$ cat src/rtl/humidity_temp_sensor_poller_assert.svh
// ----------------------------------------------------------------------------
// humidity_temp_sensor_poller assertion macros
// Shared concurrent assertion forms, sampled on clk and off during reset.
// ----------------------------------------------------------------------------
`ifndef HUMIDITY_TEMP_SENSOR_POLLER_ASSERT_SVH
`define HUMIDITY_TEMP_SENSOR_POLLER_ASSERT_SVH

// same-cycle implication
`define HTSP_ASSERT_NOW(lbl, ante, cons) \
  lbl: assert property (@(posedge clk) disable iff (!rst_n) (ante) |-> (cons)) \
    else $error("htsp assertion failed");

// next-cycle implication
`define HTSP_ASSERT_NEXT(lbl, ante, cons) \
  lbl: assert property (@(posedge clk) disable iff (!rst_n) (ante) |=> (cons)) \
    else $error("htsp assertion failed");

`endif

$ cat src/rtl/htsp_pkg.sv
// ----------------------------------------------------------------------------
// htsp_pkg
// Types and constants for the humidity/temperature sensor poller.
// ----------------------------------------------------------------------------
package htsp_pkg;

  typedef enum logic [2:0] {
    PH_POWERON = 3'd0,
    PH_SETUP   = 3'd1,
    PH_TRIGGER = 3'd2,
    PH_MEASURE = 3'd3,
    PH_WAIT    = 3'd4
  } phase_t;

  typedef enum logic [2:0] {
    CMD_NONE          = 3'd0,
    CMD_CLOSE_STOP    = 3'd1,
    CMD_WRITE_SETUP   = 3'd2,
    CMD_WRITE_TRIGGER = 3'd3,
    CMD_READ4         = 3'd4,
    CMD_STOP          = 3'd5,
    CMD_RESTART_READ  = 3'd6
  } cmd_t;

  typedef enum logic [1:0] {
    CFG_DEVICE_ADDRESS  = 2'd0,
    CFG_SETUP_WORD      = 2'd1,
    CFG_TIMEOUT_SECONDS = 2'd2
  } cfg_idx_t;

  localparam int unsigned RAW_W    = 16;
  localparam int unsigned KELVIN_W = 9;
  localparam int unsigned HUM_W    = 7;
  localparam int unsigned STABLE_W = 8;
  localparam int unsigned TLOAD_W  = 8;
  localparam int unsigned CFG_W    = 16;
  localparam int unsigned PROD_W   = 24;

  localparam logic [7:0]          TEMP_SCALE    = 8'd165;
  localparam logic [7:0]          HUM_SCALE     = 8'd100;
  localparam logic [PROD_W-1:0]   ROUND_HALF    = 24'h008000;
  localparam logic [KELVIN_W-1:0] KELVIN_OFFSET = 9'd233;  // +273 - 40
  localparam logic [STABLE_W-1:0] STABLE_MAX    = 8'd255;
  localparam logic [TLOAD_W-1:0]  TIMEOUT_RESET = 8'd5;

endpackage

$ cat src/rtl/humidity_temp_sensor_poller.sv
// an accepted tick goes through the input register, then the result register
// one poll tick per cycle unless out_ready stalls; phase, samples load with the result
// the raw-word conversions run ahead of the input register, the phase step after it
// reset (rst_n low, synchronous): phase to power on, kelvin, humidity and stable count
// to zero, both stages empty, timeout to 5 seconds
// ----------------------------------------------------------------------------
// humidity_temp_sensor_poller
// Steps a bus-attached humidity/temperature sensor through its poll phases,
// issues at most one bus command per tick and converts good reads.
// ----------------------------------------------------------------------------
`include "humidity_temp_sensor_poller_assert.svh"

module humidity_temp_sensor_poller (
  input  logic                           clk,
  input  logic                           rst_n,
  // configuration
  input  logic                           cfg_we,
  input  logic [1:0]                     cfg_index,
  input  logic [htsp_pkg::CFG_W-1:0]     cfg_wdata,
  // poll tick channel
  input  logic                           in_valid,
  output logic                           in_ready,
  input  logic                           in_bus_done,
  input  logic                           in_bus_error,
  input  logic                           in_bus_nack,
  input  logic                           in_timer_expired,
  input  logic [htsp_pkg::RAW_W-1:0]     in_temp_raw,
  input  logic [htsp_pkg::RAW_W-1:0]     in_hum_raw,
  // result channel
  output logic                           out_valid,
  input  logic                           out_ready,
  output logic [2:0]                     out_command,
  output logic [htsp_pkg::TLOAD_W-1:0]   out_timer_load,
  output logic [2:0]                     out_phase,
  output logic [htsp_pkg::KELVIN_W-1:0]  out_abs_temp_kelvin,
  output logic [htsp_pkg::HUM_W-1:0]     out_rel_humidity,
  output logic [htsp_pkg::STABLE_W-1:0]  out_stable_count,
  output logic                           out_new_sample
);
  import htsp_pkg::*;

  // only the timeout bears on results; address and setup word belong to the bus engine
  logic [TLOAD_W-1:0]  timeout_r;

  // input stage
  logic                s1_valid_r;
  logic                s1_done_r;
  logic                s1_err_r;
  logic                s1_nack_r;
  logic                s1_exp_r;
  logic [KELVIN_W-1:0] s1_kelvin_r;
  logic [HUM_W-1:0]    s1_hum_r;

  // result stage, which also holds the poller state
  logic                out_valid_r;
  cmd_t                cmd_r;
  logic [TLOAD_W-1:0]  tload_r;
  phase_t              phase_r;
  logic [KELVIN_W-1:0] kelvin_r;
  logic [HUM_W-1:0]    hum_r;
  logic [STABLE_W-1:0] stable_r;
  logic                fresh_r;

  logic                advance;
  logic                in_xfer;
  logic [PROD_W-1:0]   temp_sum;
  logic [PROD_W-1:0]   hum_sum;
  logic [KELVIN_W-1:0] kelvin_conv;

  cmd_t                cmd_nxt;
  logic [TLOAD_W-1:0]  tload_nxt;
  phase_t              phase_nxt;
  logic [KELVIN_W-1:0] kelvin_nxt;
  logic [HUM_W-1:0]    hum_nxt;
  logic [STABLE_W-1:0] stable_nxt;
  logic                fresh_nxt;
  logic                go;
  phase_t              tgt;

  assign advance  = !out_valid_r || out_ready;
  assign in_ready = !s1_valid_r || advance;
  assign in_xfer  = in_valid && in_ready;

  // fixed-point conversions, rounded to nearest
  assign temp_sum    = PROD_W'(in_temp_raw) * PROD_W'(TEMP_SCALE) + ROUND_HALF;
  assign hum_sum     = PROD_W'(in_hum_raw) * PROD_W'(HUM_SCALE) + ROUND_HALF;
  assign kelvin_conv = KELVIN_W'(temp_sum[PROD_W-1:16]) + KELVIN_OFFSET;

  always_ff @(posedge clk) begin
    if (!rst_n) begin
      timeout_r <= TIMEOUT_RESET;
    end else if (cfg_we && (cfg_index == CFG_TIMEOUT_SECONDS)) begin
      timeout_r <= cfg_wdata[TLOAD_W-1:0];
    end
  end

  always_ff @(posedge clk) begin
    if (!rst_n) begin
      s1_valid_r <= 1'b0;
    end else if (in_ready) begin
      s1_valid_r <= in_valid;
    end
  end

  always_ff @(posedge clk) begin
    if (in_xfer) begin
      s1_done_r   <= in_bus_done;
      s1_err_r    <= in_bus_error;
      s1_nack_r   <= in_bus_nack;
      s1_exp_r    <= in_timer_expired;
      s1_kelvin_r <= kelvin_conv;
      s1_hum_r    <= hum_sum[HUM_W+15:16];
    end
  end

  // one poll step
  always_comb begin
    cmd_nxt    = CMD_NONE;
    tload_nxt  = '0;
    phase_nxt  = phase_r;
    kelvin_nxt = kelvin_r;
    hum_nxt    = hum_r;
    stable_nxt = stable_r;
    fresh_nxt  = 1'b0;
    go         = 1'b0;
    tgt        = PH_POWERON;
    case (phase_r)
      PH_SETUP, PH_TRIGGER: begin
        if (s1_done_r) begin
          go = 1'b1;
          if (s1_err_r) begin
            tgt = PH_POWERON;
          end else if (phase_r == PH_SETUP) begin
            tgt = PH_TRIGGER;
          end else begin
            tgt = PH_MEASURE;
          end
        end else if (s1_exp_r) begin
          go = 1'b1;
        end
      end
      PH_MEASURE: begin
        if (s1_done_r) begin
          if (s1_nack_r) begin
            cmd_nxt = CMD_RESTART_READ;
          end else if (s1_err_r) begin
            go = 1'b1;
          end else begin
            go        = 1'b1;
            tgt       = PH_WAIT;
            fresh_nxt = 1'b1;
            hum_nxt   = s1_hum_r;
            if (s1_kelvin_r != kelvin_r) begin
              kelvin_nxt = s1_kelvin_r;
              stable_nxt = '0;
            end else if (stable_r != STABLE_MAX) begin
              stable_nxt = stable_r + 1'b1;
            end
          end
        end else if (s1_exp_r) begin
          go = 1'b1;
        end
      end
      PH_WAIT: begin
        if (s1_exp_r) begin
          go  = 1'b1;
          tgt = PH_TRIGGER;
        end
      end
      default: begin
        // power on, and any stray phase code
        stable_nxt = '0;
        go         = 1'b1;
        tgt        = PH_SETUP;
      end
    endcase
    // command and timer load that go with entering a phase
    if (go) begin
      phase_nxt = tgt;
      case (tgt)
        PH_SETUP: begin
          cmd_nxt   = CMD_WRITE_SETUP;
          tload_nxt = timeout_r;
        end
        PH_TRIGGER: begin
          cmd_nxt   = CMD_WRITE_TRIGGER;
          tload_nxt = timeout_r;
        end
        PH_MEASURE: cmd_nxt = CMD_READ4;
        PH_WAIT:    cmd_nxt = CMD_STOP;
        default:    cmd_nxt = CMD_CLOSE_STOP;
      endcase
    end
  end

  always_ff @(posedge clk) begin
    if (!rst_n) begin
      out_valid_r <= 1'b0;
      phase_r     <= PH_POWERON;
      kelvin_r    <= '0;
      hum_r       <= '0;
      stable_r    <= '0;
    end else if (advance) begin
      out_valid_r <= s1_valid_r;
      if (s1_valid_r) begin
        phase_r  <= phase_nxt;
        kelvin_r <= kelvin_nxt;
        hum_r    <= hum_nxt;
        stable_r <= stable_nxt;
      end
    end
  end

  always_ff @(posedge clk) begin
    if (advance && s1_valid_r) begin
      cmd_r   <= cmd_nxt;
      tload_r <= tload_nxt;
      fresh_r <= fresh_nxt;
    end
  end

  assign out_valid           = out_valid_r;
  assign out_command         = cmd_r;
  assign out_timer_load      = tload_r;
  assign out_phase           = phase_r;
  assign out_abs_temp_kelvin = kelvin_r;
  assign out_rel_humidity    = hum_r;
  assign out_stable_count    = stable_r;
  assign out_new_sample      = fresh_r;

  // a fresh sample always lands in the wait phase with a stop
  `HTSP_ASSERT_NOW(a_fresh_wait, out_valid_r && fresh_r,
    (phase_r == PH_WAIT) && (cmd_r == CMD_STOP))
  // timer starts only with setup and trigger writes
  `HTSP_ASSERT_NOW(a_tload_cmd, out_valid_r && (tload_r != '0),
    (cmd_r == CMD_WRITE_SETUP) || (cmd_r == CMD_WRITE_TRIGGER))
  // a full pipe under a stalled result takes no new tick
  `HTSP_ASSERT_NOW(a_full_stall, out_valid_r && !out_ready && s1_valid_r, !in_ready)
  // power on always moves to setup and clears the stable count
  `HTSP_ASSERT_NEXT(a_poweron_step, advance && s1_valid_r && (phase_r == PH_POWERON),
    (phase_r == PH_SETUP) && (stable_r == '0) && (cmd_r == CMD_WRITE_SETUP))

endmodule
$ cat config.mk
export PLATFORM = sky130hd
export DESIGN_NAME = humidity_temp_sensor_poller
export DESIGN_NICKNAME = d
export VERILOG_FILES = /design/src/rtl/htsp_pkg.sv /design/src/rtl/humidity_temp_sensor_poller.sv
export VERILOG_INCLUDE_DIRS = /design/src /design/src/rtl
export SDC_FILE = /design/constraint.sdc
export NUM_CORES = 1
export LEC_CHECK = 0
export BUFFER_PORTS_ARGS = -buffer_cell sky130_fd_sc_hd__buf_2
export CAP_MARGIN = 5
export CORE_MARGIN = 3
export CORE_UTILIZATION = 30
export CTS_BUF_LIST = sky130_fd_sc_hd__clkbuf_8
export DETAILED_ROUTE_END_ITERATION = 8
export PLACE_DENSITY_LB_ADDON = 0.08
export SKIP_LAST_GASP = 1
export SLEW_MARGIN = 20
export SYNTH_ARGS = -nofsm -noshare
export SYNTH_HDL_FRONTEND = slang
export SYNTH_SLANG_ARGS = --single-unit
$ cat constraint.sdc
create_clock -name clk -period 6.16 [get_ports clk]
set_input_delay 0.924 -clock clk [delete_from_list [all_inputs] [get_ports clk]]
set_output_delay 0.924 -clock clk [all_outputs]
set_load 0.005 [all_outputs]
==> run summary <==
Run status = finished clean
Cell mode on critical path = ha_1
Slew at the pin closest to its max-slew limit = 993 ps
H-tree depth = 3
Global-route total usage across every layer = 11.6%
Quantity of I/O buffers inserted on ports = 91
Standard-cell row count = 52
GP Congestion = 0.763
Final wirelength = 13000 um
Height of the die = 151 um
Syn Area/Cell = 9.83 sq um
Initial DRC Count = 155
Clk_lat worst skew = 350 ps
Number of placed instances with taps included = 995
Max FO, Critical Path = 6
Maximum number of pins on one net before global-route repair = 32
Most frequent cells in the layout = 116 x ha_1, 91 x buf_2, 88 x inv_1
Inserted Clock Buffers = 9
Most common library cell in the layout ignoring fill and taps = ha_1
Min-delay worst type = register to register
Number of enable-type register cells in the synthesized netlist = 32
Yosys reg bits = 69
Setup repair after global routing missed its margin = false
Floorplan Core Area = 0.0205 sq mm
Final hold viol count = 0
Most instantiated flip-flop cell in the synthesis netlist = dfxtp_1
Static power due to leakage = 3.54 nW
Element type at the critical path start = input port
Sequential element share of the synthesized area = 26.9%
Number of global-route vias before repair = 4672
Worst endpoint data arrival time = 5340 ps
Number of violations of the max-capacitance limit = 0
Number of antenna diodes = 0
Root buffer cell = clkbuf_8
Ordered list of cells on the worst path = buf_2 -> ha_1 -> inv_1 -> fa_1 -> fa_1 -> inv_1 -> ha_1 -> ha_1 -> a211o_1 -> o221ai_2 -> o31ai_1 -> a31o_1 -> or3_4 -> or3_4 -> a32o_1 -> a211o_1 -> xnor2_1
Post-route core utilization = 35.8%
Met2 track utilization from global routing = 19.8%
Fmax achieved = 190 MHz
Hold slack final = 478 ps
Number of remaining DRC errors = 0
Worst path setup slack after routing = 910 ps
Sum of negative setup slack = 0 ps
I/O pin count = 100
Global-route wire length before repair = 21600 um
Kind of capture point of the worst setup path = register
Clock-pin transition on the worst setup and hold timing paths = 70 ps
First-pass iteration count of the detailed router = 4
Count of hold-fix buffers inserted at cts = 0
Remaining global-route overflow = 0
Total number of nets in the final design = 943
Critical-path top delay cell = fa_1
Placed cell areas = 0.00709 sq mm
Fraction of final layout cells with drive strength greater than 1 = 15.9%
DP Worst Slack = 536 ps
Total half-perimeter wirelength after legalization and detailed placement = 11000 um
Tmin final = 5250 ps
Setup Skew = 13.3 ps
Final std cells w/o fill = 1011
Synth cell types = 59
Most used routing layer in global routing = met2
Cell count after synthesis = 644
Setup fix buffers added after clock tree synthesis = 0
Worst setup path category = input port to register
Die Footprint = 0.0229 sq mm
Initial core utilization = 30.9%
Number of nets produced by synthesis = 851
PnR Total Power = 2.10 mW
WP data required = 6250 ps
Relative max-transition margin = 33.8%
Post-cts resize count = 0
CTS tree = built
Worst ir drop on vdd = 0.000101 V
Met1 track utilization from global routing = 15.0%
Fill cell instance count of the final layout = 2136
Final design area excluding fillers = 0.00733 sq mm
Final Setup Violations = 0
Clock Tree Buf Depth = 2
Antenna Nets Post-Route = 0
Largest stage delay, worst path = 540 ps
Fraction of synthesis flops using an asynchronous set or reset pin = 0%
Routed via count = 4752
Number of warnings issued by yosys = 0
Average routed wire per standard cell = 12.9 um
Sinks on Clock Net = 69
Number of antenna violations at the first check in global routing = 0
Power per unit of standard cell area = 286 mW/mm^2
Layout Area Growth over Synthesis = 15.7%
Final count of pins violating max slew = 0
M3 GR Usage = 1.83%
Period utilization = 85.2%
Cell area after synthesis = 0.00633 sq mm
Die W = 151 um
Routed via count divided by cell count = 4.70
[where the power goes]
group	leakage, nW	total, mW	switching (mW)	internal [mW]
clock network	0.115	0.439	0.172	0.267
registers	0.605	0.612	0.0319	0.580
logic	2.82	1.04	0.580	0.465
[cell type report]
| type | count | area (sq um) | area share, % |
|---|---|---|---|
| sequential | 69 | 1700 | 23.2 |
| timing repair buffer | 92 | 463 | 6.32 |
| inverter | 88 | 330 | 4.51 |
| clock buffer | 9 | 124 | 1.69 |
| tap | 270 | 338 | 4.61 |
| clock inverter | 7 | 114 | 1.55 |
| multi-input combinational | 476 | 4260 | 58.1 |
[registers in the layout, summed over array words and instances, names as in the netlist, 3 cells and up]
name,count
s1_hum_r,7
out_command,3
out_rel_humidity,7
out_abs_temp_kelvin,9
out_stable_count,8
timeout_r,8
out_phase,3
s1_kelvin_r,9
out_timer_load,8
[path summary, 6_finish.rpt]
kind	endpoint	slack, ps	start	depth (start not counted)
setup / recovery	s1_kelvin_r[7]$_DFFE_PP_	910	in_temp_raw[9]	17
hold / removal	timeout_r[0]$_SDFFE_PN1P_	480	timeout_r[0]$_SDFFE_PN1P_	2
setup reg to reg	out_abs_temp_kelvin[5]$_SDFFE_PN0P_	3590	out_phase[0]$_SDFFE_PN0P_	6
hold reg to reg	timeout_r[0]$_SDFFE_PN1P_	480	timeout_r[0]$_SDFFE_PN1P_	2
[cell families after synthesis]
group | synth area share, %
mux | 3.95
flops | 26.9
xor+xnor | 5.81
buf+inv | 5.89
simple gates | 14.6
compound gates | 9.86
fa+ha+maj | 33.0
[synth_stat cells, types with 15 or more instances]
master	number	area share [%]
a21oi_1	25	2.0
and2_1	15	1.5
dfxtp_1	37	12
edfxtp_1	32	15
fa_1	32	10
ha_1	116	23
inv_1	88	5.2
mux2i_1	25	4.0
nand2_1	26	1.5
nor2_1	38	2.3
nor2b_1	35	3.5
xnor2_1	19	2.6
xor2_1	23	3.2
[routing by layer]
metal	vias up	routed length (um)
met4	0	167
met5	-	0
met1	2234	6120
li1	2419	-
met3	10	565
met2	89	6180
[critical path: cells and delay by family]
kind                     cells  cell delay [ps]
adder cells (fa/ha/maj)      5             1950
AO/OA/AOI/OAI                6             1280
AND/OR/NAND/NOR              2              820
buffers and inverters        3              260
XOR/XNOR                     1              120
Note: power is estimated with default switching activity, not from simulation.
